==> config.mk <==
export PLATFORM = sky130hd
export DESIGN_NAME = gusd_ctrl
export DESIGN_NICKNAME = d
export VERILOG_FILES = /design/src/sv/gusd_pkg.sv /design/src/sv/gusd_ctrl.sv
export SDC_FILE = /design/constraint.sdc
export NUM_CORES = 1
export LEC_CHECK = 0
export ABC_CLOCK_PERIOD_IN_PS = 1840
export BUFFER_PORTS_ARGS = -buffer_cell sky130_fd_sc_hd__buf_4
export CAP_MARGIN = 20
export CORE_AREA = 4 4 41 43
export DETAILED_ROUTE_END_ITERATION = 10
export DIE_AREA = 0 0 45 47
export GPL_TIMING_DRIVEN = 0
export PLACE_DENSITY = 0.48
export REMOVE_ABC_BUFFERS = 1
export SLEW_MARGIN = 20
export SYNTH_ARGS = -nofsm -noshare
export SYNTH_HDL_FRONTEND = slang
export SYNTH_SLANG_ARGS = --single-unit
==> constraint.sdc <==
create_clock -name clk -period 1.84 [get_ports clk]
set_input_delay 0.276 -clock clk [delete_from_list [all_inputs] [get_ports clk]]
set_output_delay 0.276 -clock clk [all_outputs]
set_load 0.005 [all_outputs]
==> src/sv/gusd_pkg.sv <==
// Shared types, register indexes and defaults for the grid unknown square detector.
package gusd_pkg;

  localparam int MAX_X_CELLS_DEF = 256;
  localparam int MAX_Y_CELLS_DEF = 256;
  localparam int MAX_SQUARE_DEF  = 16;

  localparam int CFG_AW = 4;
  localparam int CFG_DW = 32;

  localparam logic [8:0] GRID_WIDTH_RST   = 9'd256;
  localparam logic [8:0] GRID_HEIGHT_RST  = 9'd256;
  localparam logic [4:0] MIN_SQUARE_RST   = 5'd1;
  localparam logic [7:0] UNKNOWN_CODE_RST = 8'd50;

  localparam logic OP_WRITE = 1'b0;
  localparam logic OP_QUERY = 1'b1;

  typedef enum logic [1:0] {
    REG_GRID_WIDTH,
    REG_GRID_HEIGHT,
    REG_MIN_SQUARE,
    REG_UNKNOWN_CODE
  } reg_idx_t;

  typedef struct packed {
    logic       operation;
    logic [7:0] cell_x;
    logic [7:0] cell_y;
    logic [7:0] cell_value;
  } in_req_t;

  typedef struct packed {
    logic       is_spot;
    logic [7:0] spot_x;
    logic [7:0] spot_y;
  } out_res_t;

  typedef struct packed {
    logic load;
    logic write;
    logic prep;
    logic init;
    logic issue;
    logic finish;
    logic pass;
  } gusd_cmd_t;

  typedef struct packed {
    logic reject;
    logic last;
    logic fail;
    logic empty;
  } gusd_stat_t;

endpackage

==> src/sv/gusd_ctrl.sv <==
// Controller state machine sequencing writes, centre check and window scan.
module gusd_ctrl import gusd_pkg::*; (
  input  logic       clk,
  input  logic       rst_n,
  input  logic       start,
  input  logic       req_op,
  input  gusd_stat_t stat,
  output gusd_cmd_t  cmd,
  output logic       busy
);

  typedef enum logic [2:0] {
    ST_IDLE,
    ST_WRITE,
    ST_SETUP,
    ST_CHECK,
    ST_SCAN,
    ST_DRAIN
  } state_t;

  state_t state_r, state_nxt;
  logic   busy_r, busy_nxt;

  always_comb begin
    state_nxt = state_r;
    case (state_r)
      ST_IDLE: begin
        if (start) begin
          state_nxt = (req_op == OP_WRITE) ? ST_WRITE : ST_SETUP;
        end
      end
      ST_WRITE: state_nxt = ST_IDLE;
      ST_SETUP: state_nxt = ST_CHECK;
      ST_CHECK: state_nxt = stat.reject ? ST_IDLE : ST_SCAN;
      ST_SCAN: begin
        if (stat.fail) begin
          state_nxt = ST_IDLE;
        end else if (stat.last) begin
          state_nxt = ST_DRAIN;
        end
      end
      ST_DRAIN: begin
        if (stat.fail || stat.empty) begin
          state_nxt = ST_IDLE;
        end
      end
      default: state_nxt = ST_IDLE;
    endcase
    busy_nxt = (state_nxt != ST_IDLE);
  end

  always_comb begin
    cmd        = '0;
    cmd.load   = (state_r == ST_IDLE) && start;
    cmd.write  = (state_r == ST_WRITE);
    cmd.prep   = (state_r == ST_SETUP);
    cmd.init   = (state_r == ST_CHECK) && !stat.reject;
    cmd.issue  = (state_r == ST_SCAN) && !stat.fail;
    cmd.pass   = (state_r == ST_DRAIN) && !stat.fail && stat.empty;
    cmd.finish = ((state_r == ST_CHECK) && stat.reject) ||
                 ((state_r == ST_SCAN) && stat.fail) ||
                 ((state_r == ST_DRAIN) && (stat.fail || stat.empty));
  end

  always_ff @(posedge clk) begin
    if (!rst_n) begin
      state_r <= ST_IDLE;
      busy_r  <= 1'b0;
    end else begin
      state_r <= state_nxt;
      busy_r  <= busy_nxt;
    end
  end

  assign busy = busy_r;

endmodule

== Word level (Yosys, flattened, before mapping) ==
Cells that the tools add are included.
Word-level totals
  RAM bits: 0
  input port bits: 8
  memories kept: 0
  bits in read-only memories: 0
  bits in latches: 0
  bits in registers: 4
Cells by class
  div/mod/pow operators: 0
  multipliers: 0
  mux-type cells: 7
  eq/ne operators: 5
  reduce and logical (&&, ||, !) cells: 15
  $lt $le $gt $ge: 0
  add/subtract/negate cells: 0
  bitwise operators: 0
  shifts and indexed selects: 0
Operator list (number)
  $mux 3: 5
  $pmux 3 s5: 1
  $logic_and 1x1->1: 8
  $eq 3x2->1 const B: 2
  $eq 3x3->1 const B: 2
  $eq 3x1->1 const B: 1
  $logic_not 3->1: 1
  $logic_or 1x1->1: 3
  $reduce_bool 3->1: 1
  $logic_not 1->1: 2
  $mux 2: 1

== Longest topological paths before layout ==
Gate-level depths: netlist (run 1).
  depth after elaboration: 4
  depth in mapped cells: 5
  mapped depth without buffers: 4

== Least setup slack after synthesis (run 1) ==
OpenSTA, ideal clock, no wires.
  kind: reg-to-output
  start: register state_r[1]
  end: output port cmd[0] (netlist bit)
  data required time: 1564 ps
  stages on the path, launching flop included: 5
  path slack: 591 ps
  buffers on the path: 1
  arrival time: 973 ps
  cells stage by stage: dfxtp_1 > buf_2 > nand2b_1 > or2_2 > nor2_1
RTL lines
  from (decl): RTL line gusd_ctrl.sv:21  | state_t state_r, state_nxt;
  from (signal assigned): RTL line gusd_ctrl.sv:70  | state_r <= state_nxt;
  to (decl): RTL line gusd_ctrl.sv:8  | output gusd_cmd_t cmd,

==> out/qor.yml, run 1 <==
synthCells: 35
critPathKind: "register to primary output"
cp_data_arrival_time_ns: 1.31
ctsResizeCount: 0
avgViaCountPerCell: 4.27
dieArea_mm2: 0.00212
max_freq_mhz: 631
dp.cells: 63
relSlewSlack: 0.811
r2r_start: "state_r[2]"
wirelength_um: 640
cp_num_cells: 4
io_buffers: 15
tightest_slew_ns: 0.279
place_hpwl_um: 529
grt_pass1_wl_um: 993
dr.pass1.iters: 2
tns_ns: 0
synth_seq_cells: 4
cts_buffers: 3
cts_tree: "built"
critPathLaunchType: "register"
maxCapViolations: 0
crit_path_max_fanout: 10
hold_violations: 0
wl_per_cell_um: 9.70
routed-via-count: 282
cts-root-buf: "clkbuf_4"
drc_errors: 0
yosys_warnings: 0
setup-violations-final: 0
antenna_left: 0
clk_latency_ns: 0.23
drtIter0Drc: 1
power.density_mw_per_mm2: 654
place_congestion: 0.641
end_kind: "primary output"
num_antenna_cells: 0
critPathMaxStageDelay_ns: 0.38
antenna_found_initial: 0
min_period_ns: 1.59
cts_hold_buffers: 0
clk_pin_slew_ns: 0.04
finalCritPeriodShare: 0.861
seq_area_frac_synth: 0.311
grt_overflow: 0
fin_nets: 61
grt.total_usage: 0.0671
irDropWorstVdd_v: 0.000346
stdcell_count: 66
status: "completed"
start_util: 0.198
reg2reg_to: "busy"
ys_types: 18
dp_slack_ns: 0.503
endpoint: "cmd[0]"
maxSlewViolCount: 0
htree_num_levels: 1
ios: 16
grt_pass1_vias: 260
synth_top_area_frac: 0.311
hp-start: "rst_n"
grt_max_degree: 11
critPathSlowestCell: "dfxtp_1"
rows: 13
p_leak_uw: 0.000176
layout_setup_ws_ns: 0.255
post-synth-top-area-cell: "dfxtp_1"
critical_path.top_delay_family: "simple AND/OR/NAND/NOR gates"
cts_num_sinks: 4
core_area_mm2: 0.00130
rsz0062_at_grt: "no"
drive_above_1_share: 0.412
rrSetupSlack_ns: 0.63
hold_path.class: "input pin to register"
post_cts_buffers: 0
worstRegToRegCells: 4
clockBufferDepth: 2
path_cells: "nand2b_1 > or2_2 > nor2_1 > buf_4"
die_w_um: 45
die_h_um: 47
syn2layout_area_growth_pct: 55.8
crit_path_start: "state_r[1]"
synthTopCellsByArea: "dfxtp_1, a21oi_1, nor2_1, nor2b_1, and4bb_2"
syn_area_per_cell_um2: 7.36
worst-path-buf-inv: 1
syn_area_um2: 258
finClkSkew_ns: 0.00259
required_ns: 1.56
==> cell families after synthesis <==
kind of cell,Yosys count,share of synthesized area
buf+inv,2,0.0388
compound gates,9,0.184
simple gates,20,0.466
flops,4,0.311
==> state kept, by name, summed over array words and instances, names as in the netlist <==
name     flops
busy         1
state_r      3
==> metrics by stage <==
step / utilization / total power, uW / instance area [um2] / hold WS, ns
after floorplan: - / 126 / 248 / 0.414
after global placement: 0.291 / 159 / 379 / 0.532
after detailed placement: 0.291 / 159 / 379 / 0.533
after CTS: 0.309 / 267 / 402 / 0.296
after global routing: 0.309 / 283 / 402 / 0.323
final: 0.309 / 262 / 402 / 0.297
==> tightest hold or removal path: cells and delay by family <==
| family | cells | cell delay [ns] |
|---|---|---|
| simple gates | 2 | 0.12 |
| buf+inv | 1 | 0.08 |
==> metal layers <==
layer	part of all wire	GRT usage	vias up	wire length, um
li1	-	-	156	-
met1	0.43	0.0726	119	275
met2	0.47	0.0960	7	300
met3	0.10	0.0268	0	64
met4	0	0.0702	0	0
met5	0	0	-	0
==> synthesized netlist by cell type (all sizes together) <==
cell	count
a21oi	5
nor2	5
dfxtp	4
nand2	3
nor2b	3
buf	2
nor3b	2
o21ai	2
o22ai	2
and2	1
and3	1
and4bb	1
nand2b	1
nand3	1
nor4b	1
or2	1
==> report_power, final <==
part           internal [uW]  switching (uW)  leakage (uW)  total [uW]
logic                   33.0            21.0      0.000129        54.1
clock network           72.8            33.1     0.0000138         106
registers               93.8            8.72     0.0000329         103
total                    200            62.8      0.000176         262
==> layout make-up <==
type | count | area (um2)
fill | 144 | 900
multi-input combinational | 29 | 168
timing repair buffer | 15 | 113
sequential | 4 | 80.1
clock buffer | 3 | 22.5
tap | 15 | 18.8
==> how the worst min path moves through the flow <==
stage	to	slack (ns)	cells past startpoint
finish	state_r[1]	0.30	3
global route	state_r[1]	0.32	3
CTS	state_r[1]	0.30	3
detailed placement	state_r[1]	0.53	3
global placement	state_r[1]	0.53	3
floorplan	state_r[1]	0.41	2
==> placed cells by master, fill, tap and decap left out, types with 2 or more instances in the layout <==
master,netlist,layout
a21oi_1,5,5
buf_4,0,15
clkbuf_4,0,3
dfxtp_1,4,4
nand2_1,3,3
nor2_1,5,5
nor2b_1,3,3
o22ai_1,2,2
Note: power is estimated with default switching activity, not from simulation.
==> run 2, diff against run 1 <==
Settings changed: REMOVE_ABC_BUFFERS 1 to default.
==> run 2 against run 1 <==
Against the previous run:
- setup slack got worse by 0.060 ns
- sequential cell count unchanged
- combinational power increased by 19%
- clock power increased by 7%
- global-route usage increased by 1.2 points
- via count increased by 4.6%
- power increased by 4.0%
- first-iteration DRC count increased to 6.0 times the previous value
==> out/qor.yml, run 2 (synthesized netlist as in run 1, its figures left out) <==
status: "completed"  # unchanged
hold_violations: 0  # unchanged
grt.total_usage: 0.0789  # was 0.0671
relSlewSlack: 0.823  # was 0.811
hp-start: "rst_n"  # unchanged
num_antenna_cells: 0  # unchanged
critPathKind: "register to primary output"  # unchanged
worstRegToRegCells: 5  # was 4
whs_path_depth: 3  # unchanged
drc_errors: 0  # unchanged
tns_ns: 0  # unchanged
syn2layout_area_growth_pct: 59.7  # was 55.8%
core_area_mm2: 0.00130  # unchanged
end_kind: "primary output"  # unchanged
tightest_slew_ns: 0.263  # was 0.279 ns
clk_latency_ns: 0.24  # was 0.23 ns
grt_pass1_wl_um: 1150  # was 993 um
die_h_um: 47  # unchanged
top_register: "state_r"  # unchanged
setup-violations-final: 0  # unchanged
critPathSlowestCell: "dfxtp_1"  # unchanged
avgViaCountPerCell: 4.34  # was 4.27
finalCritPeriodShare: 0.894  # was 0.861
start_util: 0.198  # unchanged
dp.cells: 65  # was 63
drive_above_1_share: 0.434  # was 0.412
cts_hold_buffers: 0  # unchanged
final_common_cell: "buf_4"  # unchanged
combPwrFrac: 0.236  # was 0.206
min_period_ns: 1.65  # was 1.59 ns
reg2reg_to: "busy"  # unchanged
path_cells: "buf_2 > nand2b_1 > or2_2 > nor2_1 > buf_4"  # was nand2b_1 > or2_2 > nor2_1 > buf_4
grt_pass1_vias: 286  # was 260
final_cell_mix: "buf_4, nor2_1, a21oi_1"  # unchanged
htree_num_levels: 1  # unchanged
multiInputGateArea_um2: 168  # unchanged
place_congestion: 0.665  # was 0.641
hold_path.class: "input pin to register"  # unchanged
crit_path_max_fanout: 10  # unchanged
maxCapViolations: 0  # unchanged
max_freq_mhz: 608  # was 631 MHz
clk_pin_slew_ns: 0.04  # about the same
critPathMaxStageDelay_ns: 0.29  # was 0.38 ns
largest_reg_flops: 3  # unchanged
grt_max_degree: 11  # unchanged
required_ns: 1.56  # about the same
switching_share: 0.259  # was 0.239
dr.pass1.iters: 4  # was 2
power.density_mw_per_mm2: 663  # was 654 mW/mm2
register_area_um2: 80.1  # unchanged
stdcell_count: 68  # was 66
ios: 16  # unchanged
fin_nets: 63  # was 61
finClkSkew_ns: 0.00456  # was 0.00259 ns
internal-power_uw: 202  # was 200 uW
syn_nets: 43
cts_num_sinks: 4  # unchanged
wirelength_um: 702  # was 640 um
maxSlewViolCount: 0  # unchanged
min_to: "state_r[1]"  # unchanged
r2r_start: "state_r[1]"  # was state_r[2]
io_buffers: 15  # unchanged
p_leak_uw: 0.000186  # was 0.000176 uW
grt_overflow: 0  # unchanged
critPathLaunchType: "register"  # unchanged
cp_data_arrival_time_ns: 1.37  # was 1.31 ns
pwr-share-clk: 0.414  # was 0.403
irDropWorstVdd_v: 0.000236  # was 0.000346 V
nFillCells: 156  # was 144
rsz0062_at_grt: "no"  # unchanged
place_hpwl_um: 553  # was 529 um
cts-root-buf: "clkbuf_4"  # unchanged
cts_buffers: 3  # unchanged
switching_power_uw: 70.8  # was 62.8 uW
power_frac_seq: 0.349  # was 0.391
rrSetupSlack_ns: 0.62  # was 0.63 ns
die_w_um: 45  # unchanged
dieArea_mm2: 0.00212  # unchanged
clockBufferDepth: 2  # unchanged
drtIter0Drc: 6  # was 1
antenna_left: 0  # unchanged
antenna_found_initial: 0  # unchanged
cts_tree: "built"  # unchanged
routed-via-count: 295  # was 282
wl_per_cell_um: 10.3  # was 9.70 um
rows: 13  # unchanged
ctsResizeCount: 0  # unchanged
post_cts_buffers: 0  # unchanged
==> run 2: worst max path at each step <==
stage | start | to | slack (ns)
detailed placement | state_r[1] | cmd[0] | 0.45
floorplan | state_r[1] | cmd[0] | 0.59
CTS | state_r[1] | cmd[0] | 0.17
global placement | state_r[1] | cmd[0] | 0.45
finish | state_r[1] | cmd[0] | 0.19
global route | state_r[1] | cmd[2] | 0.07
==> run 2: final cells by class <==
| class | instances | area share |
|---|---|---|
| Clock buffer | 3 | 0.0547 |
| Sequential cell | 4 | 0.195 |
| Buffer | 2 | 0.0243 |
| Tap cell | 15 | 0.0456 |
| Timing Repair Buffer | 15 | 0.274 |
| Multi-Input combinational cell | 29 | 0.407 |
==> run 2: power groups by stage <==
stage	clock network [uW]	registers, uW	logic, uW
6_report	113	95.4	64.6
5_1_grt	126	96.0	72.7
4_1_cts	122	95.5	65.6
3_5_place_dp	0	96.9	65.2
3_3_place_gp	0	96.5	65.7
2_1_floorplan	0	96.9	31.8
==> run 2: layer usage <==
metal,vias up,routed length [um],track usage
met3,0,56,0.0345
met5,-,0,0
met1,123,294,0.0907
li1,160,-,-
met4,0,0,0.0702
met2,12,351,0.110
==> run 2: worst max-delay path: cells and delay by family (launching register included) <==
| kind | cells | cell delay [ns] |
|---|---|---|
| and+or+nand+nor | 3 | 0.57 |
| buffers and inverters | 2 | 0.27 |
| DFF | 1 | 0.29 |
==> run 2: metrics by stage <==
step | utilization | cell area [um2] | worst slack (ns) | total power (uW) | hold slack (ns)
2_1_floorplan | - | 258 | 0.591 | 129 | 0.414
3_3_place_gp | 0.299 | 389 | 0.455 | 162 | 0.530
3_5_place_dp | 0.299 | 389 | 0.446 | 162 | 0.545
4_1_cts | 0.316 | 412 | 0.172 | 283 | 0.287
5_1_grt | 0.316 | 412 | 0.0721 | 295 | 0.311
6_report | 0.316 | 412 | 0.195 | 273 | 0.293
